--- src/rtl/ilst_pkg.sv ---
// Types and constants of the IDE LBA sector transfer block.
// Used by the front, back, top level and checker; depends on nothing.
package ilst_pkg;

  localparam int NUM_REGS    = 8;
  localparam int IDX_W       = 3;
  localparam int BYTE_W      = 8;
  localparam int LBA_W       = 28;
  localparam int OFFSET_W    = 17;
  localparam int QUEUE_DEPTH = 2;
  localparam int QPTR_W      = $clog2(QUEUE_DEPTH);
  localparam int QCNT_W      = $clog2(QUEUE_DEPTH + 1);

  // Task register indexes
  localparam logic [IDX_W-1:0] REG_DATA   = 3'd0;
  localparam logic [IDX_W-1:0] REG_SECCNT = 3'd2;
  localparam logic [IDX_W-1:0] REG_LBA0   = 3'd3;
  localparam logic [IDX_W-1:0] REG_LBA1   = 3'd4;
  localparam logic [IDX_W-1:0] REG_LBA2   = 3'd5;
  localparam logic [IDX_W-1:0] REG_LBA3   = 3'd6;
  localparam logic [IDX_W-1:0] REG_STATUS = 3'd7;

  // Command and status codes
  localparam logic [BYTE_W-1:0] CMD_TRANSFER       = 8'h08;
  localparam logic [BYTE_W-1:0] STATUS_IDLE        = 8'h00;
  localparam logic [BYTE_W-1:0] STATUS_WRITE_FAULT = 8'h34;
  localparam logic [BYTE_W-1:0] STATUS_READ_FAULT  = 8'h24;
  localparam logic [3:0]        LBA_TOP_MASK       = 4'hF;

  typedef enum logic {
    OP_READ  = 1'b0,
    OP_WRITE = 1'b1
  } op_e;

  // One classified bus access waiting in the queue
  typedef struct packed {
    op_e               opcode;
    logic [IDX_W-1:0]  reg_index;
    logic [BYTE_W-1:0] write_data;
    logic              is_data;
  } item_t;

endpackage

--- src/rtl/ilst_front.sv ---
// Front end: takes bus accesses, classifies them and queues them for the back end.
// Depends on ilst_pkg.
module ilst_front import ilst_pkg::*; (
  input  logic              clk_i,
  input  logic              rst_ni,
  input  logic              hold_i,
  input  logic              in_valid_i,
  output logic              in_stall_o,
  input  logic              opcode_i,
  input  logic [IDX_W-1:0]  reg_index_i,
  input  logic [BYTE_W-1:0] write_data_i,
  output logic              q_valid_o,
  output item_t             q_item_o,
  input  logic              q_pop_i
);

  item_t              entry_q [QUEUE_DEPTH];
  logic [QPTR_W-1:0]  wr_ptr_q, wr_ptr_d;
  logic [QPTR_W-1:0]  rd_ptr_q, rd_ptr_d;
  logic [QCNT_W-1:0]  cnt_q, cnt_d;
  logic               push;
  logic               pop;
  item_t              new_item;

  assign in_stall_o = (cnt_q == QCNT_W'(QUEUE_DEPTH)) || hold_i;
  assign push       = in_valid_i && !in_stall_o;
  assign q_valid_o  = (cnt_q != '0);
  assign pop        = q_pop_i && q_valid_o;
  assign q_item_o   = entry_q[rd_ptr_q];

  always_comb begin
    new_item.opcode     = op_e'(opcode_i);
    new_item.reg_index  = reg_index_i;
    new_item.write_data = write_data_i;
    new_item.is_data    = (reg_index_i == REG_DATA);
    wr_ptr_d = push ? wr_ptr_q + 1'b1 : wr_ptr_q;
    rd_ptr_d = pop ? rd_ptr_q + 1'b1 : rd_ptr_q;
    cnt_d    = cnt_q + QCNT_W'(push) - QCNT_W'(pop);
  end

  always_ff @(posedge clk_i) begin
    if (push) begin
      entry_q[wr_ptr_q] <= new_item;
    end
  end

  always_ff @(posedge clk_i or negedge rst_ni) begin
    if (!rst_ni) begin
      wr_ptr_q <= '0;
      rd_ptr_q <= '0;
      cnt_q    <= '0;
    end else begin
      wr_ptr_q <= wr_ptr_d;
      rd_ptr_q <= rd_ptr_d;
      cnt_q    <= cnt_d;
    end
  end

endmodule

--- config.mk ---
export PLATFORM = sky130hd
export DESIGN_NAME = ilst_front
export DESIGN_NICKNAME = d
export VERILOG_FILES = /design/src/rtl/ilst_pkg.sv /design/src/rtl/ilst_front.sv
export SDC_FILE = /design/constraint.sdc
export NUM_CORES = 1
export LEC_CHECK = 0
export ABC_AREA = 0
export BUFFER_PORTS_ARGS = -buffer_cell sky130_fd_sc_hd__buf_4
export CAP_MARGIN = 10
export CORE_ASPECT_RATIO = 0.75
export CORE_MARGIN = 2
export CORE_UTILIZATION = 40
export DETAILED_ROUTE_END_ITERATION = 8
export RECOVER_POWER = 100
export SYNTH_ARGS = -nofsm -noshare
export SYNTH_HDL_FRONTEND = slang
export SYNTH_SLANG_ARGS = --single-unit
--- constraint.sdc ---
create_clock -name clk_i -period 3.2 [get_ports clk_i]
set_input_delay 0.48 -clock clk_i [delete_from_list [all_inputs] [get_ports clk_i]]
set_output_delay 0.48 -clock clk_i [all_outputs]
set_load 0.005 [all_outputs]
After elaboration in Yosys (flattened, before gate mapping)
Memory sizes are Yosys's and may differ from the RTL's.
Cells that the tools add are included.

operators by class
  eq/ne operators = 1
  reduce and logical (&&, ||, !) cells = 6
  mux-type cells = 2
  add/subtract/negate cells = 4

operators with widths
  cell                                         number
  3-bit zero test                              1
  1-bit adder, second input constant           2
  2-bit by 1-bit adder with 2-bit output       1
  2-bit == test, second input constant         1
  1-bit logical AND                            2
  1-bit two-way mux                            2
  2-bit nonzero test                           1
  2-bit by 1-bit subtractor with 2-bit output  1
  1-bit zero test                              1
  1-bit logical OR                             1

word-level totals
  memories = 1
  output and inout bits = 15
  logic and storage cells = 17
  input port bits = 17
  bits in writable memories = 26
  flip-flop bits (word level) = 4

memory list
  name     depth  bits a word  rd ports  clocked after memory_dff  write ports  line              source
  entry_q  2      13           1         0                         1            ilst_front.sv:17  item_t entry_q [QUEUE_DEPTH];

Longest topological paths before layout
Gate-level depths: netlist of the first run.

  depth after elaboration = 6
  depth in mapped cells = 7
  mapped depth without buffers = 7

Worst setup path before layout of the first run
No wires, ideal clock.

  kind = input to register
  start = input hold_i
  end = memory entry_q[1][0] (netlist bit) (enable)
  setup slack = 1519 ps
  stages = 2
  required time = 2818 ps
  path buffers = 0
  data arrival time = 1299 ps
  setup time = 382 ps
  path through = nand3b_1 > nor2_1

between the ends
  cells in the longest elaborated chain, start to end = 5

ends and longest elaborated chain
  item                                     line              source
  start, declared                          ilst_front.sv:6   input logic hold_i,
  1-bit logical OR                         ilst_front.sv:25  assign in_stall_o = (cnt_q == QCNT_W'(QUEUE_DEPTH)) || hold_i;
  1-bit zero test                          ilst_front.sv:26  assign push = in_valid_i && !in_stall_o;
  1-bit logical AND                        ilst_front.sv:26
  1-bit two-way mux                        ilst_front.sv:42  if (push) begin
  1-bit two-way mux (not written as such)  ilst_front.sv:43  entry_q[wr_ptr_q] <= new_item;
  end, declared                            ilst_front.sv:17

No other way between the ends.

==> results of run 1 <==
==> routing by layer <==
| layer | up-vias | wire length [um] |
|---|---|---|
| met4 | 0 | 36 |
| li1 | 300 | - |
| met2 | 27 | 775 |
| met3 | 5 | 146 |
| met5 | - | 0 |
| met1 | 291 | 874 |
==> worst paths after layout <==
kind	start	end	slack, ns	cells after the start
min	opcode_i	entry_q[1][12]	0.41	1
max reg2reg	cnt_q[1]	entry_q[1][10]	1.32	4
min reg2reg	cnt_q[1]	cnt_q[1]	0.49	1
min in group asynchronous	rst_ni	cnt_q[1]	0.59	2
max	rd_ptr_q	q_item_o[11]	1.18	2
max in group asynchronous	rst_ni	rd_ptr_q	2.42	2
==> flip-flops by register name, summed over array words and instances, names as in the netlist <==
signal,count
cnt_q,2
entry_q,26
rd_ptr_q,1
wr_ptr_q,1
==> cells by family after synthesis <==
| kind of cell | after synthesis | share of synthesized area |
|---|---|---|
| adder cells (fa/ha/maj) | 2 | 0.02171 |
| XOR/XNOR | 4 | 0.03041 |
| AND/OR/NAND/NOR | 8 | 0.04343 |
| buffers and inverters | 3 | 0.01303 |
| multiplexers | 13 | 0.1270 |
| flip-flops | 30 | 0.7644 |
==> stage by stage <==
stage | cell area [um^2] | setup WS, ns
2_1_floorplan | 1152 | 1.519
3_3_place_gp | 1438 | 1.458
3_5_place_dp | 1438 | 1.413
4_1_cts | 1528 | 1.150
5_1_grt | 1489 | 1.059
6_report | 1489 | 1.185
==> power breakdown <==
group          internal (uW)  switching, uW  total, uW
Sequential               500           58.0        558
Clock                    144            123        267
Combinational            196            116        311
==> layout make-up <==
class,instances,area (um^2),share of cell area
multi-input cells,27,251.5,0.1689
flip-flops and latches,30,880.8,0.5916
repair buffers,34,224.0,0.1504
inverters,2,7.507,0.005042
clock buffers,5,68.82,0.04622
clock inverters,3,11.26,0.007563
well taps,36,45.04,0.03025
==> layout by cell type, fill, tap and decap left out, types with 2 or more instances in the layout <==
master | netlist | layout
edfxtp_1 | 26 | 26
clkbuf_4 | 0 | 20
mux2_2 | 13 | 12
clkbuf_1 | 0 | 9
clkbuf_8 | 0 | 5
dfrtp_1 | 4 | 4
buf_4 | 1 | 4
xnor2_1 | 3 | 3
clkinv_1 | 0 | 3
nand2b_1 | 2 | 2
inv_1 | 2 | 2
nor2_1 | 2 | 2
ha_1 | 2 | 2
==> results.txt, run 1 <==
Synthesized Nets: 79
final setup vio count: 0
post-synthesis sequential element count: 30
Layout Skew: 0.004386 ns
fin nets: 119
Syn Inst Count: 60
DR iter-0 viols: 14
Post-synth top cells: edfxtp_1, mux2_2, dfrtp_1, xnor2_1
Via Count: 623
Crit-path slowest cell: dfrtp_1
CTS Buffer Depth: 2
grt ovf: 0
Syn Area/Cell: 19.21 um^2
Hold Slack: 0.4148 ns
top cells by area, synth: edfxtp_1, mux2_2, dfrtp_1
H-tree depth: 2
kind of critical path: flop to output port
Clock Sinks: 30
status: finished, final reports clean
antenna cells: 0
cts hold-fix bufs: 1
post-synth cell types: 14
layout cells sized above 1: 0.4158
Final Core Density: 0.5550
Synth area leader: edfxtp_1
Post-CTS Setup Bufs: 0
crit path buf inv count: 1
Slowest Stage Delay on Critical Path: 0.72 ns
Starting Density: 0.4296
CP delay by family, top: flip-flops
row count: 16
FFs w/ async S/R, synth: 0.1333
Layout area overhead: 29.21%
core area: 2683 um^2
TritonCTS buffer count: 5
Post-synth EDFFs: 26
dpl hpwl: 1303 um
grt met3 use: 0.08072
CTS tree: yes
endpoint type of the worst setup path: output port
Pwr per Cell Area: 763.6 nW/um^2
gr busiest metal: met2
final worst path period share: 0.6297
Seq/Total Area, Yosys: 0.7644
relative slew slack: 0.6003
placed cell count: 128
Peak VDD IR: 0.4001 mV
Final Total Pwr: 1137 uW
WL per Instance: 13.37 um
RSZ-0062 raised after global routing: no
most common cell in the netlist: edfxtp_1
GP Congestion: 0.7246
max-slew violations: 0
Fill cells: 241
first-pass GRT wire length: 3146 um
final setup TNS: 0 ns
post-synth top area share: 0.6775
yosys warns: 0
# DRC: 0
synthesized area: 1152 um^2
vias in the first global route: 666
Setup crit start kind: flop
die width: 65.98 um
Crit path required time: 2.72 ns
CTS root buf: clkbuf_8
predominant post-synthesis flop cell: edfxtp_1
met1 usage: 0.1794
grt met2 use: 0.1902
Worst Hold Class: input port to flop
ANT nets after route: 0
antenna violations before repair: 0
Clock Latency Late Sink: 0.27 ns
I/O Buffers: 31
Initial DRT Pass Iterations: 2
crit path max fanout: 14
largest net degree at the start of global routing: 15
actual slew at the worst max-slew pin: 0.5995 ns
Hold Fails Final Rpt: 0
die area: 3331 um^2
I/O pins: 32
vias per cell: 4.547
Tot GR Track Use: 0.1408
Lkg Pwr: 0.0005563 uW
Clk pin slew, worst setup/hold paths: 0.06 ns
Max Clock Freq: 0.4962 GHz
CP arrival: 1.54 ns
CP Cell Sequence: mux2_1 -> buf_4
Layout Cells excl Fill: 137
max-cap viol count: 0
final worst path period need: 2.015 ns
Die Y: 50.49 um
WL final: 1832 um
post_cts resized: 0
Power figures use the tool's default switching activity.
==> inputs of run 2 (changes only) <==
==> constraint.sdc (replaced) <==
create_clock -name clk_i -period 1.9 [get_ports clk_i]
set_input_delay 0.285 -clock clk_i [delete_from_list [all_inputs] [get_ports clk_i]]
set_output_delay 0.285 -clock clk_i [all_outputs]
set_load 0.005 [all_outputs]
==> run 2 against run 1 <==
  * Sequential power rose by 64%
  * Total power rose by 71%
  * Routed wire length fell by 4.8%
  * Critical path type is now flop to flop
==> results.txt, run 2 (same netlist as run 1, synthesis figures left out) <==
final worst path period share: 0.9143
Critical R2R Launch: cnt_q[1]
Layout Skew: 0.001946 ns (-0.002440 ns)
Crit path required time: 2.09 ns (-0.63 ns)
vias per cell: 4.380 (-3.7%)
core area: 2683 um^2 (unchanged)
vias in the first global route: 659 (-1.1%)
Reg2Reg Depth: 7 (+3)
H-tree depth: 2 (unchanged)
Tot GR Track Use: 0.1235 (-0.01736)
dpl hpwl: 1341 um (+2.9%)
WL per Instance: 12.28 um (-8.2%)
Via Count: 622 (-0.16%)
Hold Fails Final Rpt: 0 (unchanged)
layout cells sized above 1: 0.4434 (+0.02755)
Clock Sinks: 30 (unchanged)
max-cap viol count: 0 (unchanged)
Post-CTS Setup Bufs: 0 (unchanged)
kind of critical path: flop to flop
die width: 65.98 um (unchanged)
Fill cells: 254 (+5.4%)
Lkg Pwr: 0.0005711 uW (+2.7%)
CTS tree: yes
post-route cell area: 1519 um^2 (+2.0%)
Largest Register: entry_q
max-slew violations: 0 (unchanged)
Clock Latency Late Sink: 0.27 ns (about the same)
TritonCTS buffer count: 5 (unchanged)
Hold Slack: 0.2161 ns (-0.1987 ns)
grt ovf: 0 (unchanged)
CTS Buffer Depth: 2 (unchanged)
CTS root buf: clkbuf_8
Pwr per Cell Area: 1278 nW/um^2 (+67%)
final worst path period need: 1.737 ns
CP arrival: 1.93 ns (+0.39 ns)
CP startpoint: cnt_q[1]
Largest regs: entry_q: 26 flops, cnt_q: 2 flops
Final Core Density: 0.5662 (+0.01119)
CP Cell Sequence: or2_2 -> and2_4 -> ha_1 -> inv_1 -> ha_1 -> xnor2_1 -> xnor2_1
status: finished, final reports clean
CP delay by family, top: simple AND/OR/NAND/NOR gates
fin nets: 124 (+4.2%)
Clk pin slew, worst setup/hold paths: 0.06 ns (about the same)
RR Endpoint: cnt_q[1]
Initial DRT Pass Iterations: 4 (+2)
Worst Hold Class: input port to flop
antenna cells: 0 (unchanged)
final setup TNS: 0 ns (unchanged)
I/O pins: 32 (unchanged)
WL final: 1744 um (-4.8%)
endpoint type of the worst setup path: flop
sequential cell area: 882.1 um^2 (+0.14%)
most frequent cells in the layout: edfxtp_1, clkbuf_4, mux2_2
GP Congestion: 0.6990 (-3.5%)
Cell Area, Placed: 1475 um^2 (+2.6%)
Max Clock Freq: 0.5756 GHz
reg-to-reg slack, setup: 0.16 ns (-1.16 ns)
max reg flops: 26 (unchanged)
die area: 3331 um^2 (unchanged)
Worst Setup EP: cnt_q[1]
I/O Buffers: 31 (unchanged)
Layout area overhead: 31.81%
largest net degree at the start of global routing: 10 (-5)
ANT nets after route: 0 (unchanged)
final setup vio count: 0 (unchanged)
Crit-path slowest cell: dfrtp_1
Slowest Stage Delay on Critical Path: 0.40 ns (-0.32 ns)
Starting Density: 0.4296 (unchanged)
DR iter-0 viols: 10 (-4)
Die Y: 50.49 um (unchanged)
antenna violations before repair: 0 (unchanged)
Peak VDD IR: 0.6189 mV (+55%)
commonest non-fill, non-tap cell in the layout: edfxtp_1
crit path max fanout: 3 (-11)
first-pass GRT wire length: 2835 um (-9.9%)
Multi-input gate area: 254.0 um^2 (+1.0%)
WP depth: 7 (+5)
crit path buf inv count: 1 (unchanged)
RSZ-0062 raised after global routing: no
relative slew slack: 0.7590 (+0.1587)
actual slew at the worst max-slew pin: 0.3615 ns (-0.2380 ns)
row count: 16 (unchanged)
Setup crit start kind: flop
# DRC: 0 (unchanged)
## run 2: changes by cell type in the layout (fill, tap and decap cells not counted)
| cell | change |
|---|---|
| and2_0 | -1 |
| and2_4 | +1 |
| buf_4 | +2 |
| clkbuf_1 | +3 |
| dfrtp_1 | -1 |
| dfrtp_2 | +1 |
| mux2_1 | -1 |
| mux2_2 | +1 |
## run 2: final cells by class
cell class	count	area share
clock inverter	3	0.007413
sequential	30	0.5807
tap	36	0.02965
inverter	2	0.004942
clock buffer	5	0.04530
multi-input combinational	27	0.1672
timing repair buffer	39	0.1647
## run 2: stage by stage
| step | setup WS, ns | total power (uW) | instances |
|---|---|---|---|
| global placement | 0.2567 | 1557 | 133 |
| floorplan | 0.2785 | 1260 | 60 |
| finish | 0.1628 | 1942 | 142 |
| detailed placement | 0.2285 | 1566 | 133 |
| CTS | 0.04335 | 2026 | 142 |
| global route | 0.07793 | 2066 | 142 |
## run 2: per-layer routing
metal  up-vias  track usage  part of all wire
met5         -            0                 0
met2        22       0.1953              0.49
met4         0      0.06122             0.014
met1       284       0.1424              0.41
met3         5      0.05605             0.078
li1        311            -                 -
## run 2: what timing repair did
action / CTS / global route
setup endpoints to repair: 0 / 2
endpoints found under the hold margin: 4 / 0
hold buffers: 1 / 0
gates resized for setup: 0 / 1
## run 2: how the worst min path moves through the flow
stage,slack (ns),endpoint,cells past startpoint,from
after floorplan,-0.01,cnt_q[0],0,rst_ni
after global placement,0.08,cnt_q[1],1,rst_ni
after detailed placement,0.09,cnt_q[1],1,rst_ni
after CTS,0.18,entry_q[1][6],1,write_data_i[5]
after global routing,0.21,entry_q[1][12],1,opcode_i
final,0.22,entry_q[0][2],1,write_data_i[1]
## run 2: where the power goes
group          internal (uW)  switching [uW]  total (uW)
sequential               846            70.2         916
combinational            353             226         579
clock                    243             204         447
total                   1440             500        1940
